[src/hw/rtl/u256alu_pkg.sv]
// Package for the 256-bit unsigned ALU: opcodes, widths, command and status types.
// No dependencies.
package u256alu_pkg;

    localparam int unsigned WORD_W  = 64;
    localparam int unsigned NUM_W   = 256;
    localparam int unsigned NWORDS  = 4;
    localparam int unsigned CNT_W   = 8;

    localparam logic [3:0] OP_ADD  = 4'd0;
    localparam logic [3:0] OP_SUB  = 4'd1;
    localparam logic [3:0] OP_MUL  = 4'd2;
    localparam logic [3:0] OP_DIV  = 4'd3;
    localparam logic [3:0] OP_MOD  = 4'd4;
    localparam logic [3:0] OP_AND  = 4'd5;
    localparam logic [3:0] OP_OR   = 4'd6;
    localparam logic [3:0] OP_XOR  = 4'd7;
    localparam logic [3:0] OP_NOT  = 4'd8;
    localparam logic [3:0] OP_SHL  = 4'd9;
    localparam logic [3:0] OP_SHR  = 4'd10;
    localparam logic [3:0] OP_LESS = 4'd11;

    // controller -> datapath
    typedef struct packed {
        logic load;       // capture operands, clear accumulators
        logic mul_step;   // one 32x32 digit product of A and B
        logic div_step;   // one quotient bit
        logic finish;     // copy result into output register
    } dp_cmd_t;

    // datapath -> controller
    typedef struct packed {
        logic [3:0] op;
        logic       b_zero;
    } dp_sts_t;

endpackage

[src/hw/rtl/u256alu_ctrl.sv]
// Controller of the 256-bit ALU: sequences load, multiply digits, divide bits
// and the output handshake. Depends on u256alu_pkg.
module u256alu_ctrl
(
    input  logic                          clk,
    input  logic                          rst_n,
    input  logic                          in_fire,
    input  logic                          out_fire,
    input  u256alu_pkg::dp_sts_t          sts,
    output u256alu_pkg::dp_cmd_t          cmd_o,
    output logic [u256alu_pkg::CNT_W-1:0] cnt,
    output logic                          in_rdy,
    output logic                          out_vld
);

    localparam logic [2:0] S_IDLE = 3'd0;
    localparam logic [2:0] S_DEC  = 3'd1;
    localparam logic [2:0] S_MUL  = 3'd2;
    localparam logic [2:0] S_DIV  = 3'd3;
    localparam logic [2:0] S_FIN  = 3'd4;

    logic [2:0] state_reg, state_next;
    logic [u256alu_pkg::CNT_W-1:0] cnt_reg, cnt_next;
    logic out_vld_reg, out_vld_next;

    assign cnt     = cnt_reg;
    // a fresh word may enter while the previous result waits; its finish holds until the output clears
    assign in_rdy  = (state_reg == S_IDLE);
    assign out_vld = out_vld_reg;

    always_comb
    begin
        state_next   = state_reg;
        cnt_next     = cnt_reg;
        out_vld_next = out_vld_reg && !out_fire;
        cmd_o        = '0;
        cmd_o.load   = in_fire;
        unique case (state_reg)
            S_IDLE:
            begin
                if (in_fire)
                    state_next = S_DEC;
            end
            S_DEC:
            begin
                if (sts.op == u256alu_pkg::OP_MUL)
                begin
                    cnt_next   = '0;
                    state_next = S_MUL;
                end
                else if (((sts.op == u256alu_pkg::OP_DIV) || (sts.op == u256alu_pkg::OP_MOD))
                         && !sts.b_zero)
                begin
                    cnt_next   = '1;
                    state_next = S_DIV;
                end
                else
                begin
                    state_next = S_FIN;
                end
            end
            S_MUL:
            begin
                cmd_o.mul_step = 1'b1;
                cnt_next = cnt_reg + 1'b1;
                if (cnt_reg[5:0] == 6'd63)
                    state_next = S_FIN;
            end
            S_DIV:
            begin
                cmd_o.div_step = 1'b1;
                cnt_next = cnt_reg - 1'b1;
                if (cnt_reg == '0)
                    state_next = S_FIN;
            end
            S_FIN:
            begin
                // hold until the output register is free
                if (!out_vld_reg || out_fire)
                begin
                    cmd_o.finish = 1'b1;
                    out_vld_next = 1'b1;
                    state_next   = S_IDLE;
                end
            end
            default: state_next = S_IDLE;
        endcase
    end

    always_ff @(posedge clk or negedge rst_n)
    begin
        if (!rst_n)
        begin
            state_reg   <= S_IDLE;
            cnt_reg     <= '0;
            out_vld_reg <= 1'b0;
        end
        else
        begin
            state_reg   <= state_next;
            cnt_reg     <= cnt_next;
            out_vld_reg <= out_vld_next;
        end
    end

endmodule

[config.mk]
export PLATFORM = sky130hd
export DESIGN_NAME = u256alu_ctrl
export DESIGN_NICKNAME = d
export VERILOG_FILES = /design/src/hw/rtl/u256alu_pkg.sv /design/src/hw/rtl/u256alu_ctrl.sv
export SDC_FILE = /design/constraint.sdc
export NUM_CORES = 1
export LEC_CHECK = 0
export BUFFER_PORTS_ARGS = -buffer_cell sky130_fd_sc_hd__buf_2
export CAP_MARGIN = 0
export CELL_PAD_IN_SITES_DETAIL_PLACEMENT = 0
export CELL_PAD_IN_SITES_GLOBAL_PLACEMENT = 2
export CORE_UTILIZATION = 31
export DETAILED_ROUTE_END_ITERATION = 12
export GPL_ROUTABILITY_DRIVEN = 0
export PLACE_DENSITY = 0.85
export RECOVER_POWER = 25
export SYNTH_ARGS = -nofsm -noshare
export SYNTH_HDL_FRONTEND = slang
export SYNTH_SLANG_ARGS = --single-unit
[constraint.sdc]
create_clock -name clk -period 2.7 [get_ports clk]
set_clock_uncertainty 0.15 [all_clocks]
set_input_delay 0.405 -clock clk [delete_from_list [all_inputs] [get_ports clk]]
set_output_delay 0.405 -clock clk [all_outputs]
set_load 0.02 [all_outputs]
# == Word-level counts from Yosys, hierarchy flattened ==
# Cells that the tools add are included.
# op_classes
n_mux,16
n_reduce_logical,12
n_addsub,2
n_eq_ne,13
# op_table
op,count
$pmux W8 S3,1
$mux W3,6
$mux W8,2
$pmux W3 S5,1
$add A8 B1 Y8 const B,1
$eq A4 B2 Y1 const B,2
$logic_not A8 Y1,1
$ne A2 B2 Y1 const B,4
$sub A8 B1 Y8 const B,1
$eq A3 B2 Y1 const B,2
$eq A6 B6 Y1 const B,1
$mux W1,6
$eq A4 B3 Y1 const B,1
$reduce_and A4 Y1,1
$eq A3 B1 Y1 const B,1
$eq A3 B3 Y1 const B,1
$logic_not A1 Y1,3
$logic_not A3 Y1,1
$ne A3 B3 Y1 const B,1
$reduce_bool A3 Y1,1
$logic_and A1 B1 Y1,2
$logic_or A1 B1 Y1,2
$reduce_and A2 Y1,1
# word_totals
output_inout_bits,14
ff_bits,12
elab_cells,46
inputBits,9

# == Logic depth before layout (Yosys ltp) ==
# logic_depth
word_depth,6
ltp_mapped,10
depth_no_buf,9

# == Least setup slack after synthesis ==
# Ideal clock, no wire load.
# synth_path
path_kind,reg2reg
startpoint,register state_reg[2]
endpoint,register cnt_reg (netlist bit cnt[7])
t_required_ns,2.464
t_arrival_ns,2.323
slack_ns,0.141
setup_ns,0.086
period_less_slack_ns,2.559
path_stages_with_launch,11
path_cell_list,dfrtp_1 -> buf_2 -> nor2b_1 -> nand2_2 -> inv_1 -> ha_1 -> o21ai_1 -> or3_1 -> a31o_1 -> and4_4 -> nor3_1
# synth_between
elab_chain_len,3
# synth_lines
element,line_no,text
"start, declared",u256alu_ctrl.sv:22,"logic [2:0] state_reg, state_next;"
"start signal, assigned",u256alu_ctrl.sv:100,state_reg <= state_next;
$eq A3 B1 Y1 or $eq A3 B2 Y1 (tied branches),u256alu_ctrl.sv:38,unique case (state_reg)
$ne A3 B3 Y1 (no source line) or $reduce_bool A3 Y1 (tied branches),--,
$reduce_and A2 Y1 (no source line),--,
"end signal, assigned",u256alu_ctrl.sv:101,cnt_reg <= cnt_next;
"end, declared",u256alu_ctrl.sv:23,"logic [u256alu_pkg::CNT_W-1:0] cnt_reg, cnt_next;"
# Several ways; a longest one is shown, not always the timed one.
# A chain may end at the register's enable or synchronous reset.

# == Final worst setup path ==
# layout_path
startpoint,register state_reg[0]
endpoint,register cnt_reg (netlist bit cnt[7])
# Same word-level chain as after synthesis.

==> metrics.md <==
| Metric | Value |
|---|---|
| Number of flops mapped to enable cells by yosys | `0` |
| GRT Total Usage | `15.55%` |
| Residual DRC | `0` |
| Post-Synthesis Cells | `114` |
| Share of async-settable or async-resettable flops after synthesis | `100.0%` |
| Status | `finished, final reports clean` |
| Yosys Warn Count | `0` |
| Setup WS pre-CTS | `0.2087 ns` |
| Clk sinks | `12` |
| Max Slew Vio Count | `0` |
| Req. time, crit path | `2.75 ns` |
| Initial antenna violation count | `0` |
| Routed via count | `974` |
| CTS tree | `yes` |
| Setup Viol. Count Final | `0` |
| Setup TNS | `0 ns` |
| Worst hold stages | `3` |
| Placed Instances | `178` |
| Netlist cell types | `43` |
| Die area | `3410 um^2` |
| Top FF cell, synth | `dfrtp_1` |
| CP delay by family, top | `simple AND/OR/NAND/NOR gates` |
| Clock Path Buffers | `2` |
| CP Depth | `10` |
| Vias in the first global route | `888` |
| CP Class | `reg2reg` |
| Sequential area share after synthesis | `30.46%` |
| Via/cell ratio | `5.293` |
| Power, Total | `1.485 mW` |
| Root Buffer | `clkbuf_4` |
| Post-Syn Area | `985.9 um^2` |
| Max-slew headroom | `51.28%` |
| Least-Margin Pin Slew | `0.7309 ns` |
| Avg WL per Cell | `13.79 um` |
| Largest net degree at the start of global routing | `13` |
| RSZ-0062 raised after global routing | `false` |
| Max Fclk | `0.3980 GHz` |
| Routed Antenna Nets | `0` |
| Final hold violations | `0` |
| Die Wd | `58.40 um` |
| Min-Delay Path Class | `in2reg` |
| Count of state elements after synthesis | `12` |
| Proportion of layout cells with a drive suffix above 1 | `29.29%` |
| Num CTS Buffers | `3` |
| Critical-path top delay cell | `or3_1` |
| Crit path capture type | `register` |
| Startpoint types | `register` |
| Syn avg cell area | `8.649 um^2` |
| CP cell instances | `nor2b_1 > nand2_2 > clkinvlp_4 > buf_12 > ha_4 > a211oi_2 > or3_1 > a31o_1 > and4_4 > nor3_1` |
| Critical path peak fanout | `7` |
| H-tree depth | `1` |
| Core ar. | `3028 um^2` |
| I/O pins | `23` |
| Layout fillers | `322` |
| Power density cells | `1169 nW/um^2` |
| DRT iter0 DRCs | `26` |
| WL final | `2538 um` |
| Die height | `58.40 um` |
| Final global-route overflow total | `0` |
| Area growth, synth to finish | `28.81%` |
| Number of flip-flops in the largest register | `8` |
| IO buf count | `22` |
| Synth Net Count | `130` |
| Peak supply drop | `0.4671 mV` |
| Worst stage delay on the critical path | `0.41 ns` |
| Finished Cell Area | `1270 um^2` |
| Worst-path clk slew | `0.08 ns` |
| DR pass1 iterations | `4` |
| Buf/Inv on CP | `2` |
| Global-route wire length before repair | `4057 um` |
| Period utilization | `93.06%` |
| Area after DPL | `1145 um^2` |
| Worst setup margin | `0.1874 ns` |
| Worst-case reg-to-reg path depth | `10` |
| Max_cap viols | `0` |
| Rows | `20` |
| Leakage Power | `0.5269 nW` |
| Diode count | `0` |
| Non-Filler Instances | `184` |
| Tmin final | `2.513 ns` |
| Initial Util | `32.56%` |
| Worst Path Arrival | `2.56 ns` |
| Final HPWL DP | `1859 um` |
| Clk_lat worst skew | `0.28 ns` |
| Nets | `158` |
==> logic make-up (layout without fill, tap and decap cells) <==
kind of cell	Yosys count	in the layout	share of synthesized area [%]
AND/OR/NAND/NOR	51	51	29.32
flip-flops	12	12	30.46
multiplexers	2	2	2.031
buffers and inverters	10	36	4.441
AO/OA/AOI/OAI	32	32	24.11
adder cells (fa/ha/maj)	7	7	9.645
==> path summary, 6_finish.rpt <==
kind / slack (ns) / end / start
max: 0.19 / cnt[7]$_DFFE_PN0P_ / state_reg[0]$_DFFE_PN0P_
min: 0.29 / out_vld$_DFF_PN0_ / out_fire
max reg2reg: 0.19 / cnt[7]$_DFFE_PN0P_ / state_reg[0]$_DFFE_PN0P_
min reg2reg: 0.40 / out_vld$_DFF_PN0_ / out_vld$_DFF_PN0_
max in group asynchronous: 1.39 / state_reg[2]$_DFFE_PN0P_ / rst_n
min in group asynchronous: 0.55 / cnt[3]$_DFFE_PN0P_ / rst_n
==> tightest hold or removal path: cells and delay by family <==
family        cells  cell delay [ns]
buf+inv           1             0.07
simple gates      2             0.20
==> per-layer routing <==
layer | part of all wire, % | global-route usage (%) | up-vias
met3 | 3.5 | 3.956 | 2
met5 | 0 | 0 | -
met2 | 48 | 24.96 | 16
met4 | 0.75 | 4.762 | 0
met1 | 48 | 20.60 | 471
li1 | - | - | 485
==> cell usage after synthesis (2+ instances only) <==
cell type,count,area [um^2]
a211oi_1,5,37.54
a21oi_1,2,10.01
buf_2,2,10.01
dfrtp_1,12,300.3
ha_1,6,75.07
inv_1,6,22.52
mux2i_1,2,20.02
nand2_1,10,37.54
nand2b_1,2,12.51
nand3_1,2,10.01
nand4_1,2,12.51
nor2_1,9,33.78
nor2b_1,4,25.02
nor3_1,7,35.03
nor3b_1,3,22.52
nor4_1,2,12.51
nor4b_1,2,17.52
o21a_1,2,15.01
o21ai_0,4,20.02
o21ai_1,2,10.01
o22a_1,5,43.79
o31a_1,2,17.52
==> layout by cell type, fill, tap and decap left out, drive strengths merged, types with 2 or more instances in the layout <==
cell type,netlist,final
inv,6,5
o21ai,7,7
nand3,3,3
and4,2,2
o22a,5,5
dfrtp,12,12
a21oi,2,2
nand2b,2,2
nand4,2,2
nor4b,3,3
a211oi,6,6
nor3,7,7
buf,3,25
nor2b,4,4
nor4,2,2
nor3b,3,3
nand2,11,11
ha,6,6
o21a,2,2
nor2,9,9
o31a,2,2
clkbuf,1,4
mux2i,2,2
a21o,2,2
==> through the flow <==
stage                     hold slack (ns)  util [%]
after global placement             0.1589     37.81
after CTS                          0.2910     38.88
after floorplan                  -0.04059         -
after global routing               0.3043     41.94
final                              0.2875     41.94
after detailed placement           0.1629     37.81
==> timing repair <==
item	4_1_cts	5_1_grt
gates resized for setup	0	7
hold endpoints to repair	12	0
hold buffers	1	0
buffers inserted	0	2
setup endpoints to repair	0	1
==> area by class of cell <==
class | count | area (um^2) | share of cell area (%)
Timing Repair Buffer | 27 | 161.4 | 12.71
Sequential cell | 12 | 300.3 | 23.65
Multi-Input combinational cell | 92 | 704.4 | 55.47
Inverter | 6 | 26.28 | 2.069
Tap cell | 44 | 55.05 | 4.335
Clock buffer | 3 | 22.52 | 1.773
==> power breakdown <==
group          leakage (nW)  internal [mW]  total [mW]  switching (mW)
Sequential            0.141          0.268       0.392           0.124
Combinational         0.372          0.436       0.976           0.540
Clock                0.0138         0.0517       0.117          0.0654
(Power assumes the default switching activity.)
